### config.mk
export PLATFORM = sky130hd
export DESIGN_NAME = joystick_polar_converter
export DESIGN_NICKNAME = d
export VERILOG_FILES = /design/src/rtl/jpc_pkg.sv /design/src/rtl/jpc_ctrl.sv /design/src/rtl/jpc_datapath.sv /design/src/rtl/joystick_polar_converter.sv
export SDC_FILE = /design/constraint.sdc
export NUM_CORES = 2
export LEC_CHECK = 0
export ABC_AREA = 1
export BUFFER_PORTS_ARGS = -buffer_cell sky130_fd_sc_hd__buf_4
export CAP_MARGIN = 20
export CORE_AREA = 2 2 352 354
export DETAILED_ROUTE_END_ITERATION = 6
export DIE_AREA = 0 0 354 356
export HOLD_SLACK_MARGIN = 0.03
export SLEW_MARGIN = 40
export SYNTH_ARGS = -nofsm -noshare
export SYNTH_HDL_FRONTEND = slang
export SYNTH_SLANG_ARGS = --single-unit
### constraint.sdc
create_clock -name clk -period 7.3 [get_ports clk]
set_clock_uncertainty 0.2 [all_clocks]
set_input_delay 0 -clock clk [delete_from_list [all_inputs] [get_ports clk]]
set_output_delay 0 -clock clk [all_outputs]
set_load 0.005 [all_outputs]
### src/rtl/jpc_pkg.sv
// Package with shared types, constants and the arctangent table of the joystick converter.
`timescale 1ns / 1ps

package jpc_pkg;

    localparam int RAW_W         = 8;
    localparam int SPEED_W       = 15;
    localparam int ANGLE_W       = 17;
    localparam int CFG_IDX_W     = 2;
    localparam int STEP_W        = 5;
    localparam int DIV_ITERS     = 18;
    localparam int NUM_W         = 20;
    localparam int CORDIC_ITERS  = 16;
    localparam int CORDIC_FRAC   = 16;
    localparam int CORDIC_W      = 27;
    localparam int ZACC_W        = 32;
    localparam int SQ_W          = 16;
    localparam int SPEED_INT_W   = 7;
    localparam int DEADZONE      = 5;
    localparam int SPEED_SQ_MAX  = 10000;
    localparam int SPEED_MAX     = 100;
    localparam int AXIS_SAT      = 127;

    // Configuration register indexes
    localparam logic [CFG_IDX_W-1:0] CFG_RAW_MIN     = 2'd0;
    localparam logic [CFG_IDX_W-1:0] CFG_RAW_MAX     = 2'd1;
    localparam logic [CFG_IDX_W-1:0] CFG_AXIS_OFFSET = 2'd2;

    // Axis codes
    localparam logic AXIS_X = 1'b0;
    localparam logic AXIS_Y = 1'b1;

    typedef enum logic [5:0] {
        ST_IDLE   = 6'b000001,
        ST_DIV    = 6'b000010,
        ST_COMMIT = 6'b000100,
        ST_PINIT  = 6'b001000,
        ST_POLAR  = 6'b010000,
        ST_FIN    = 6'b100000
    } jpc_state_t;

    typedef struct packed {
        logic              load;
        logic              div_step;
        logic              commit;
        logic              polar_init;
        logic              polar_step;
        logic              finish;
        logic [STEP_W-1:0] step;
    } jpc_cmd_t;

    typedef struct packed {
        logic out_free;
    } jpc_status_t;

    // atan(2^-i) in degrees, 16 fraction bits
    function automatic logic signed [ZACC_W-1:0] atan_deg(input logic [3:0] idx);
        logic signed [ZACC_W-1:0] val;
        begin
            case (idx)
                4'd0:    val = 32'sd2949120;
                4'd1:    val = 32'sd1740967;
                4'd2:    val = 32'sd919879;
                4'd3:    val = 32'sd466945;
                4'd4:    val = 32'sd234379;
                4'd5:    val = 32'sd117304;
                4'd6:    val = 32'sd58666;
                4'd7:    val = 32'sd29335;
                4'd8:    val = 32'sd14668;
                4'd9:    val = 32'sd7334;
                4'd10:   val = 32'sd3667;
                4'd11:   val = 32'sd1833;
                4'd12:   val = 32'sd917;
                4'd13:   val = 32'sd458;
                4'd14:   val = 32'sd229;
                4'd15:   val = 32'sd115;
                default: val = 32'sd0;
            endcase
            return val;
        end
    endfunction

endpackage

### src/rtl/jpc_ctrl.sv
// Controller state machine sequencing mapping, division and polar iterations.
`timescale 1ns / 1ps

module jpc_ctrl
    import jpc_pkg::*;
#(
    parameter int FRAC_BITS = 8
)
(
    input  logic        clk,
    input  logic        rst_n,
    input  logic        s_tvalid,
    output logic        s_tready,
    input  jpc_status_t status,
    output jpc_cmd_t    cmd
);

    localparam int SQRT_ITERS  = SPEED_INT_W + FRAC_BITS;
    localparam int POLAR_ITERS = (SQRT_ITERS > CORDIC_ITERS) ? SQRT_ITERS : CORDIC_ITERS;

    jpc_state_t        state_reg, state_next;
    logic [STEP_W-1:0] cnt_reg, cnt_next;

    // Advance state and step counter
    always_ff @(posedge clk or negedge rst_n)
    begin
        if (!rst_n)
        begin
            state_reg <= ST_IDLE;
            cnt_reg   <= '0;
        end
        else
        begin
            state_reg <= state_next;
            cnt_reg   <= cnt_next;
        end
    end

    // Decode next state and commands
    always_comb
    begin
        state_next = state_reg;
        cnt_next   = cnt_reg;
        cmd        = '0;
        cmd.step   = cnt_reg;
        s_tready   = 1'b0;
        case (state_reg)
            ST_IDLE:
            begin
                s_tready = 1'b1;
                if (s_tvalid)
                begin
                    cmd.load   = 1'b1;
                    cnt_next   = '0;
                    state_next = ST_DIV;
                end
            end
            ST_DIV:
            begin
                cmd.div_step = 1'b1;
                cnt_next     = cnt_reg + 1'b1;
                if (cnt_reg == STEP_W'(DIV_ITERS - 1))
                begin
                    state_next = ST_COMMIT;
                end
            end
            ST_COMMIT:
            begin
                cmd.commit = 1'b1;
                state_next = ST_PINIT;
            end
            ST_PINIT:
            begin
                cmd.polar_init = 1'b1;
                cnt_next       = '0;
                state_next     = ST_POLAR;
            end
            ST_POLAR:
            begin
                cmd.polar_step = 1'b1;
                cnt_next       = cnt_reg + 1'b1;
                if (cnt_reg == STEP_W'(POLAR_ITERS - 1))
                begin
                    state_next = ST_FIN;
                end
            end
            ST_FIN:
            begin
                if (status.out_free)
                begin
                    cmd.finish = 1'b1;
                    state_next = ST_IDLE;
                end
            end
            default:
            begin
                state_next = ST_IDLE;
            end
        endcase
    end

endmodule

### src/rtl/jpc_datapath.sv
// Datapath: config registers, axis divider, square root, CORDIC and output register.
`timescale 1ns / 1ps

module jpc_datapath
    import jpc_pkg::*;
#(
    parameter int FRAC_BITS = 8
)
(
    input  logic                 clk,
    input  logic                 rst_n,
    input  logic                 cfg_valid,
    input  logic [CFG_IDX_W-1:0] cfg_index,
    input  logic [RAW_W-1:0]     cfg_data,
    input  logic [RAW_W-1:0]     raw_byte,
    input  jpc_cmd_t             cmd,
    output jpc_status_t          status,
    output logic                 m_tvalid,
    input  logic                 m_tready,
    output logic [SPEED_W-1:0]   speed,
    output logic [ANGLE_W-1:0]   steer_angle,
    output logic                 updated_axis
);

    localparam int SQRT_ITERS = SPEED_INT_W + FRAC_BITS;
    localparam int SQRT_W     = 2 * SQRT_ITERS;
    localparam int RND_SHIFT  = (FRAC_BITS >= CORDIC_FRAC) ? 1 : (CORDIC_FRAC - FRAC_BITS);
    localparam logic [SQRT_W-1:0] SPEED_FULL = SQRT_W'(SPEED_MAX) << FRAC_BITS;
    localparam logic signed [ZACC_W-1:0] DEG90  = ZACC_W'(90) << FRAC_BITS;
    localparam logic signed [ZACC_W-1:0] DEG180 = ZACC_W'(180) << FRAC_BITS;
    localparam logic signed [ZACC_W-1:0] Z_RND  = ZACC_W'(1) << (RND_SHIFT - 1);
    localparam logic signed [ZACC_W-1:0] Z_QTR  = ZACC_W'(90) << CORDIC_FRAC;

    // Configuration registers
    logic [RAW_W-1:0]        raw_min_reg, raw_max_reg;
    logic signed [RAW_W-1:0] axis_offset_reg;

    always_ff @(posedge clk or negedge rst_n)
    begin
        if (!rst_n)
        begin
            raw_min_reg     <= '0;
            raw_max_reg     <= '1;
            axis_offset_reg <= '0;
        end
        else if (cfg_valid)
        begin
            case (cfg_index)
                CFG_RAW_MIN:     raw_min_reg     <= cfg_data;
                CFG_RAW_MAX:     raw_max_reg     <= cfg_data;
                CFG_AXIS_OFFSET: axis_offset_reg <= cfg_data;
                default:         ;
            endcase
        end
    end

    // Axis numerator and denominator
    logic signed [RAW_W:0]   d_s, n_s;
    logic signed [NUM_W-1:0] coef_y, num_x, num_y, num_s;

    assign d_s    = $signed({1'b0, raw_byte}) - $signed({1'b0, raw_min_reg});
    assign n_s    = $signed({1'b0, raw_max_reg}) - $signed({1'b0, raw_min_reg});
    assign coef_y = 20'sd100 - (NUM_W'(axis_offset_reg) <<< 1);
    assign num_x  = NUM_W'(d_s) * 20'sd200 - NUM_W'(n_s) * 20'sd100;
    assign num_y  = coef_y * NUM_W'(n_s) - NUM_W'(d_s) * 20'sd200;

    // Phase and axis positions
    logic                    phase_reg, axis_reg;
    logic signed [RAW_W-1:0] x_reg, y_reg;
    logic [DIV_ITERS-1:0]    quo_reg;
    logic [RAW_W-1:0]        den_reg, rem_reg;
    logic                    qneg_reg, nzero_reg;
    logic [RAW_W:0]          trial;
    logic [RAW_W-1:0]        q_sat;
    logic signed [RAW_W-1:0] q_axis;

    assign num_s = (phase_reg == AXIS_Y) ? num_y : num_x;
    assign trial = {rem_reg, quo_reg[DIV_ITERS-1]};
    assign q_sat = (quo_reg > DIV_ITERS'(AXIS_SAT)) ? RAW_W'(AXIS_SAT) : quo_reg[RAW_W-1:0];
    assign q_axis = nzero_reg ? '0 : (qneg_reg ? -$signed(q_sat) : $signed(q_sat));

    always_ff @(posedge clk or negedge rst_n)
    begin
        if (!rst_n)
        begin
            phase_reg <= AXIS_X;
            x_reg     <= '0;
            y_reg     <= '0;
        end
        else if (cmd.commit)
        begin
            phase_reg <= ~phase_reg;
            if (phase_reg == AXIS_Y)
            begin
                y_reg <= q_axis;
            end
            else
            begin
                x_reg <= q_axis;
            end
        end
    end

    // Restoring divider on magnitudes, one quotient bit per cycle
    always_ff @(posedge clk)
    begin
        if (cmd.load)
        begin
            quo_reg   <= num_s[NUM_W-1] ? DIV_ITERS'(-num_s) : DIV_ITERS'(num_s);
            den_reg   <= n_s[RAW_W] ? RAW_W'(-n_s) : RAW_W'(n_s);
            rem_reg   <= '0;
            qneg_reg  <= num_s[NUM_W-1] ^ n_s[RAW_W];
            nzero_reg <= (n_s == '0);
            axis_reg  <= phase_reg;
        end
        else if (cmd.div_step)
        begin
            if (trial >= {1'b0, den_reg})
            begin
                rem_reg <= RAW_W'(trial - {1'b0, den_reg});
                quo_reg <= {quo_reg[DIV_ITERS-2:0], 1'b1};
            end
            else
            begin
                rem_reg <= trial[RAW_W-1:0];
                quo_reg <= {quo_reg[DIV_ITERS-2:0], 1'b0};
            end
        end
    end

    // Polar setup terms
    logic signed [SQ_W-1:0] xx, yy;
    logic [SQ_W-1:0]        sq;
    logic [RAW_W-1:0]       x_abs, y_abs;
    logic                   dz;

    assign xx    = x_reg * x_reg;
    assign yy    = y_reg * y_reg;
    assign sq    = SQ_W'(xx) + SQ_W'(yy);
    assign x_abs = x_reg[RAW_W-1] ? RAW_W'(-x_reg) : RAW_W'(x_reg);
    assign y_abs = y_reg[RAW_W-1] ? RAW_W'(-y_reg) : RAW_W'(y_reg);
    assign dz    = (x_abs < RAW_W'(DEADZONE)) && (y_abs < RAW_W'(DEADZONE));

    logic                       big_reg, dz_reg, x0_reg, y0_reg, xneg_reg, yneg_reg;
    logic [SQRT_W-1:0]          sv_reg, sr_reg, sbit_reg;
    logic signed [CORDIC_W-1:0] re_reg, im_reg, dre, dim;
    logic signed [ZACC_W-1:0]   z_reg;
    logic [SQRT_W-1:0]          s_trial;
    logic [3:0]                 ci;

    assign s_trial = sr_reg + sbit_reg;
    assign ci      = cmd.step[3:0];
    assign dre     = im_reg >>> ci;
    assign dim     = re_reg >>> ci;

    // Square root and CORDIC iterations
    always_ff @(posedge clk)
    begin
        if (cmd.polar_init)
        begin
            big_reg  <= (sq > SQ_W'(SPEED_SQ_MAX));
            dz_reg   <= dz;
            x0_reg   <= (x_reg == '0);
            y0_reg   <= (y_reg == '0);
            xneg_reg <= x_reg[RAW_W-1];
            yneg_reg <= y_reg[RAW_W-1];
            sv_reg   <= SQRT_W'(sq) << (2 * FRAC_BITS);
            sr_reg   <= '0;
            sbit_reg <= SQRT_W'(1) << (SQRT_W - 2);
            if (y_reg[RAW_W-1])
            begin
                re_reg <= CORDIC_W'(x_abs) <<< CORDIC_FRAC;
                im_reg <= CORDIC_W'(y_abs) <<< CORDIC_FRAC;
                z_reg  <= Z_QTR;
            end
            else
            begin
                re_reg <= CORDIC_W'(y_abs) <<< CORDIC_FRAC;
                im_reg <= CORDIC_W'(x_abs) <<< CORDIC_FRAC;
                z_reg  <= '0;
            end
        end
        else if (cmd.polar_step)
        begin
            if (cmd.step < STEP_W'(SQRT_ITERS))
            begin
                if (sv_reg >= s_trial)
                begin
                    sv_reg <= sv_reg - s_trial;
                    sr_reg <= (sr_reg >> 1) + sbit_reg;
                end
                else
                begin
                    sr_reg <= sr_reg >> 1;
                end
                sbit_reg <= sbit_reg >> 2;
            end
            if (cmd.step < STEP_W'(CORDIC_ITERS))
            begin
                if (im_reg > 0)
                begin
                    re_reg <= re_reg + dre;
                    im_reg <= im_reg - dim;
                    z_reg  <= z_reg + atan_deg(ci);
                end
                else
                begin
                    re_reg <= re_reg - dre;
                    im_reg <= im_reg + dim;
                    z_reg  <= z_reg - atan_deg(ci);
                end
            end
        end
    end

    // Result selection
    logic signed [ZACC_W-1:0] z_round, z_signed, angle_full;
    logic [SQRT_W-1:0]        speed_full;

    assign z_round  = (FRAC_BITS >= CORDIC_FRAC) ? z_reg : ((z_reg + Z_RND) >>> RND_SHIFT);
    assign z_signed = xneg_reg ? -z_round : z_round;

    always_comb
    begin
        if (big_reg)
            speed_full = SPEED_FULL;
        else if (dz_reg)
            speed_full = '0;
        else
            speed_full = sr_reg;

        if (x0_reg)
            angle_full = yneg_reg ? DEG180 : '0;
        else if (y0_reg)
            angle_full = xneg_reg ? -DEG90 : DEG90;
        else if (dz_reg)
            angle_full = '0;
        else
            angle_full = z_signed;
    end

    // Output register
    always_ff @(posedge clk or negedge rst_n)
    begin
        if (!rst_n)
        begin
            m_tvalid <= 1'b0;
        end
        else if (cmd.finish)
        begin
            m_tvalid <= 1'b1;
        end
        else if (m_tready)
        begin
            m_tvalid <= 1'b0;
        end
    end

    always_ff @(posedge clk)
    begin
        if (cmd.finish)
        begin
            speed        <= speed_full[SPEED_W-1:0];
            steer_angle  <= angle_full[ANGLE_W-1:0];
            updated_axis <= axis_reg;
        end
    end

    assign status.out_free = !m_tvalid || m_tready;

endmodule

### src/rtl/joystick_polar_converter.sv
// Top level of the joystick byte to speed and steering angle converter.
//   channel | direction | handshake            | payload
//   s_      | in        | s_tvalid / s_tready  | s_tdata = raw_byte
//   m_      | out       | m_tvalid / m_tready  | m_tdata = speed, steer_angle; m_tuser = axis
//   cfg_    | in        | cfg_valid / cfg_ready| cfg_index, cfg_data
// One byte at a time: 18 divider steps, 7+FRAC_BITS square root steps (at least 16
// for the CORDIC loop) and four control states per byte.
// The result sits in an output register; a new byte is taken while it waits.
// Reset clears configuration to min 0, max 255, offset 0, both axes to zero.
// A stalled result holds the block in its final state until the transfer.
`timescale 1ns / 1ps

module joystick_polar_converter
    import jpc_pkg::*;
#(
    parameter int FRAC_BITS = 8
)
(
    input  logic                 clk,
    input  logic                 rst_n,
    input  logic                 s_tvalid,
    output logic                 s_tready,
    input  logic [7:0]           s_tdata,   // [7:0] raw_byte
    output logic                 m_tvalid,
    input  logic                 m_tready,
    output logic [31:0]          m_tdata,   // [14:0] speed, [31:15] steer_angle
    output logic                 m_tuser,   // [0] updated_axis
    input  logic                 cfg_valid,
    output logic                 cfg_ready,
    input  logic [CFG_IDX_W-1:0] cfg_index,
    input  logic [RAW_W-1:0]     cfg_data
);

    jpc_cmd_t           cmd;
    jpc_status_t        status;
    logic [SPEED_W-1:0] speed;
    logic [ANGLE_W-1:0] steer_angle;

    assign cfg_ready = 1'b1;
    assign m_tdata   = {steer_angle, speed};

    jpc_ctrl #(
        .FRAC_BITS (FRAC_BITS)
    ) u_ctrl (
        .clk      (clk),
        .rst_n    (rst_n),
        .s_tvalid (s_tvalid),
        .s_tready (s_tready),
        .status   (status),
        .cmd      (cmd)
    );

    jpc_datapath #(
        .FRAC_BITS (FRAC_BITS)
    ) u_datapath (
        .clk          (clk),
        .rst_n        (rst_n),
        .cfg_valid    (cfg_valid),
        .cfg_index    (cfg_index),
        .cfg_data     (cfg_data),
        .raw_byte     (s_tdata),
        .cmd          (cmd),
        .status       (status),
        .m_tvalid     (m_tvalid),
        .m_tready     (m_tready),
        .speed        (speed),
        .steer_angle  (steer_angle),
        .updated_axis (m_tuser)
    );

endmodule

==> Word level (Yosys, flattened, before mapping) <==
Memories as Yosys holds them, arrays and structs flattened.
Cells that the tools add are included.
{ "op_classes": {"addsub": 24, "multipliers": 5, "order_cmp": 9, "eq_ne": 14, "n_shift": 2, "muxes": 65, "bitwise": 2, "reduce_logical": 27} }
{ "ops": {"columns": ["cell", "count"], "rows": [
  ["32-bit 2-to-1 mux", 12],
  ["27-bit 2-to-1 mux", 8],
  ["30-bit 2-to-1 mux", 5],
  ["17-bit 2-to-1 mux", 5],
  ["8-bit 2-to-1 mux", 7],
  ["27-bit adder", 2],
  ["18-bit 2-to-1 mux", 3],
  ["27-bit by 4-bit >>> shifter with 27-bit output", 2],
  ["27-bit subtractor", 2],
  ["24-bit 2-to-1 mux", 2],
  ["20-bit subtractor", 2],
  ["6-bit one-hot mux with 6 select lines", 1],
  ["32-bit adder", 1],
  ["8-bit by 8-bit multiplier with 16-bit output", 2],
  ["8-bit negator", 4],
  ["32-bit subtractor", 1],
  ["29-bit by 29-bit adder with 30-bit output", 1],
  ["30-bit by 29-bit adder with 30-bit output", 1],
  ["30-bit >= comparator", 1],
  ["9-bit by 6-bit multiplier with 15-bit output, second input constant", 2],
  ["30-bit subtractor", 1],
  ["27-bit by 1-bit > comparator with 1-bit output, second input constant", 1],
  ["25-bit by 9-bit adder with 25-bit output, second input constant", 1],
  ["6-bit 2-to-1 mux", 4],
  ["47 further kinds", 77]
]} }
{ "word_totals": {"reg_bits": 290, "romBits": 704, "input_bits": 23, "out_inout_bits": 36, "elab_cells": 182, "mem_count": 2} }
{ "memory_table": {"columns": ["memory", "depth", "word_bits", "read_ports", "rd_clocked_by_memory_dff", "write_ports", "line_no", "source"], "rows": [
  ["(name not given)", 16, 22, 1, 0, 0, "jpc_pkg.sv:60", "case (idx)"],
  ["(name not given)", 16, 22, 1, 0, 0, "jpc_pkg.sv:60", null]
]} }

==> Logic depth before layout (Yosys ltp) <==
{ "logic_depth": {"ltp_word": 10, "mapped_depth": 49, "mapped_depth_nobuf": 48} }

==> Modules after synthesis <==
From an unflattened synthesis, not the netlist that was laid out.
{ "unflattened": {"hier_cells": 5310, "hier_area_um2": 37621.1} }
{ "modules_own_cells": {"columns": ["module", "instances", "cells_per_inst", "area_per_inst_um2", "seq_area_each_um2"], "rows": [
  ["jpc_datapath", 1, 5217, 36909.1, 7277.0],
  ["jpc_ctrl", 1, 91, 700.7, 276.5],
  ["joystick_polar_converter", 1, 2, 11.3, 0.0]
]} }

==> Worst setup path before layout <==
OpenSTA, ideal clock, no wires.
{ "synth_path": {"path_type": "register -> register", "start": "register u_datapath.raw_max_reg[2]", "end": "register u_datapath.quo_reg[15], data pin", "setup_ns": 0.254, "t_arrival_ns": 7.281, "t_required_ns": 6.846, "path_slack_ns": -0.434, "path_stages_with_launch": 46, "n_path_buf": 2, "synth_period_minus_slack_ns": 7.734, "path_cell_list": "dfstp_2 -> ha_1 -> a21oi_1 -> nand2_1 -> a21oi_1 -> o21ai_0 -> or2_2 -> nand2_1 -> clkbuf_1 -> inv_1 -> nand2_1 -> fa_1 -> inv_1 -> fa_1 -> inv_1 -> fa_1 -> inv_1 -> fa_1 -> [10 not listed] -> a21oi_1 -> nor2_1 -> nor2_1 -> xor2_1 -> ha_1 -> nand2_1 -> o21ai_0 -> nor2_1 -> o21ai_0 -> nand2_1 -> nand2_2 -> inv_2 -> buf_2 -> nand2_1 -> nand2_1 -> nand2_1 -> nand3_1 -> nand2_1"} }
{ "synth_via": {"elab_chain_cells": 7, "word_cells_on_any_way": 9, "cone_classes": "add/sub (4); mul (2); mux (3)"} }
{ "synth_lines": {"columns": ["element", "line_no", "source"], "rows": [
  ["start, declared", "jpc_datapath.sv:35", "logic [RAW_W-1:0] raw_min_reg, raw_max_reg;"],
  ["start signal, assigned", "jpc_datapath.sv:50", "CFG_RAW_MAX: raw_max_reg <= cfg_data;"],
  ["8-bit by 8-bit subtractor with 9-bit output *", "jpc_datapath.sv:62", "assign n_s = $signed({1'b0, raw_max_reg}) - $signed({1'b0, raw_min_reg});"],
  ["10-bit by 9-bit multiplier with 19-bit output / 9-bit by 6-bit multiplier with 15-bit output (equally long branches)", "jpc_datapath.sv:65, jpc_datapath.sv:64", null],
  ["20-bit subtractor (on tied branches)", "jpc_datapath.sv:65, jpc_datapath.sv:64", null],
  ["20-bit 2-to-1 mux *", "jpc_datapath.sv:77", "assign num_s = (phase_reg == AXIS_Y) ? num_y : num_x;"],
  ["18-bit negator", "jpc_datapath.sv:109", "quo_reg <= num_s[NUM_W-1] ? DIV_ITERS'(-num_s) : DIV_ITERS'(num_s);"],
  ["18-bit 2-to-1 mux *", "jpc_datapath.sv:109", null],
  ["18-bit 2-to-1 mux *", "jpc_datapath.sv:107", "if (cmd.load)"],
  ["end signal, assigned", "jpc_datapath.sv:109", null],
  ["end signal, assigned", "jpc_datapath.sv:121", "quo_reg <= {quo_reg[DIV_ITERS-2:0], 1'b1};"],
  ["end signal, assigned", "jpc_datapath.sv:126", "quo_reg <= {quo_reg[DIV_ITERS-2:0], 1'b0};"],
  ["end, declared", "jpc_datapath.sv:70", "logic [DIV_ITERS-1:0] quo_reg;"]
]} }
Every way passes the cells marked *; elsewhere a longest branch is shown, timed or not.
A chain may end at the register's enable or synchronous reset.

==> Worst setup path after layout <==
{ "layout_path": {"start": "register u_datapath.raw_max_reg[0]", "end": "register u_datapath.quo_reg[10], data pin"} }
Same word-level chain as after synthesis.

==> impl_metrics.toml <==
[timing]
timing.final.ws_setup_ns = -0.127
tightest_slew_ns = 0.798
tns_ns = -1.21
period_share_pct = 102
period_needed_ns = 7.43
hold_viol_final = 0
slew_headroom_pct = 46.8
slew_viol_final = 0
rsz0062_at_grt = "true"
setup_viol = 16
fmax_mhz = 135

[hold_path]
worstHoldStart = "s_tvalid"
min_path_type = "input pin to flip-flop"

[place]
gp_congestion = 0.934
dp_hpwl_mm = 90.8
port_buffers = 57
place_area_mm2 = 0.0410
dp_cells = 7148

[final_layout]
fin_cells = 7256
stdcell_area_mm2 = 0.0430
final_util_pct = 35.0
layout-drive-gt1-share_pct = 9.04
nets = 6190
nFillCells = 13100
diodes = 0
area_delta_synth_final_pct = 13.9

[critical_path]
slowest_stage = "dfstp_2"
r2r_start = "u_datapath.raw_max_reg[0]"
cp_slowest_stage_delay_ns = 0.56
critPathLaunch = "u_datapath.raw_max_reg[0]"
worst_ep_required_time_ns = 7.45
cp_data_arrival_time_ns = 7.58
worst_setup_path_end_kind = "flip-flop"
critPathMaxFanout = 8
crit_type = "flip-flop to flip-flop"
start_kind = "flip-flop"
r2r_slack_ns = -0.13

[yosys]
yosysMostFrequentCell = "nand2_1"
synthCells = 5426
synth-edff-count = 161
synth-async-reset-ratio_pct = 18.7
yosysTopAreaCellShare_pct = 12.8
synth_area_leader_cell = "nand2_1"
synth-warning-count = 0
ys.flop_type = "edfxtp_1"
ys_ff_latch = 283
synth_cell_types = 73
ys_seq_area_share_pct = 20.0
synth_area_leaders = "nand2_1 13%, edfxtp_1 13%, ha_1 12%, fa_1 11%, inv_1 8.5%"
syn_avg_cell_area_um2 = 6.96
synth.top_cells.by_count = "1292 x nand2_1, 853 x inv_1, 449 x nor2_1"
syn_nets = 6027
synth_area_mm2 = 0.0377

[outcome]
status = "complete, but fails checks"
violations = "negative setup slack"

[route]
wl_per_cell_um = 15.7
vias = 35700
finalWirelength_mm = 114
drc = 0
ant_nets = 0
drt_first_pass_iters = 5
viasPerCell = 4.92
drt_iter0_markers = 2681

[clock_network]
cts_tree = "done"
cts_sinks = 283
cts_buffer_depth = 3
clockRootBuffer = "clkbuf_16"
cts_buffers = 39
clk_pin_slew_ns = 0.08
clock_latency_ns = 0.62
htreeDepth = 2

[job]
cap_violations = 0

[floorplan]
fp.dieH_um = 356
io_pins = 59
floorplan.die_area_mm2 = 0.126
rows = 129
die_width_um = 354
core_area_mm2 = 0.123
initial_core_util_pct = 30.8

[grt]
grt_start_max_net_pins = 74
grt-ovfl-total = 0
grt_pass1_vias = 34100
antenna_found_initial = 0
grt_pass1_wl_mm = 182
grt_usage_pct = 17.8
-- routing by layer --
| layer | vias up | share of wire, % | global-route usage [%] |
|---|---|---|---|
| li1 | 18000 | - | - |
| met3 | 112 | 5.2 | 1.67 |
| met4 | 0 | 2.1 | 4.42 |
| met1 | 16700 | 47 | 25.2 |
| met5 | - | 0 | 0 |
| met2 | 900 | 45 | 29.1 |
-- cell usage in the layout, fill, tap and decap left out, types with 63 or more instances in the layout --
master       n
a21oi_1    347
buf_4      228
dfxtp_1     69
edfxtp_1   161
fa_1       209
ha_1       356
inv_1      845
nand2_1   1276
nand3_1    405
nand4_1     63
nor2_1     438
o21ai_0    319
xnor2_1     92
xor2_1     149
-- what timing repair did --
action                     4_1_cts  5_1_grt
resized for setup               49       26
pin swaps                       43       10
gates cloned                     0        0
setup buffers                   14        2
hold buffers                    21        0
hold endpoints to repair       101        0
setup endpoints to repair       17       17
-- worst max-delay path: cells and delay by family, from the launching register on --
family | cells | cell delay [ns]
flip-flops | 1 | 0.56
AO/OA/AOI/OAI | 13 | 1.46
adder cells (fa/ha/maj) | 9 | 3.19
XOR/XNOR | 2 | 0.40
buffers and inverters | 5 | 0.42
AND/OR/NAND/NOR | 9 | 0.95
-- worst paths after layout --
check,cells after the start,end
worst max-delay path,38,u_datapath.quo_reg[10]
worst min-delay path,5,u_ctrl.state_reg[0]
worst max register to register,38,u_datapath.quo_reg[10]
worst min register to register,0,u_datapath.updated_axis
max in group asynchronous,4,u_datapath.phase_reg
min in group asynchronous,3,u_datapath.raw_max_reg[0]
-- final cells by class --
class	instances	area, um2	area share [%]
Clock inverter	22	245	0.570
Tap cell	1637	2050	4.76
Inverter	881	3330	7.74
Multi-Input combinational cell	4126	26600	61.9
Timing Repair Buffer	258	2070	4.81
Clock buffer	49	1140	2.65
Sequential cell	283	7560	17.6
-- cell families after synthesis --
family | after synthesis | share of synthesized area, %
simple gates | 2375 | 26.6
flops | 283 | 20.0
other cells | 1 | 0.00994
fa+ha+maj | 578 | 23.3
compound gates | 924 | 13.5
xor+xnor | 248 | 5.81
buf+inv | 1017 | 10.7
-- metrics by stage --
stage	hold slack, ns	setup slack (ns)
finish	0.0821	-0.127
global route	0.116	-0.588
CTS	0.0475	-0.0631
detailed placement	-0.0930	-0.426
global placement	-0.0968	-0.404
floorplan	-0.496	-0.0862
Power is not shown: default switching activity piles up to over one toggle a cycle in this logic, so the estimate is an artifact.
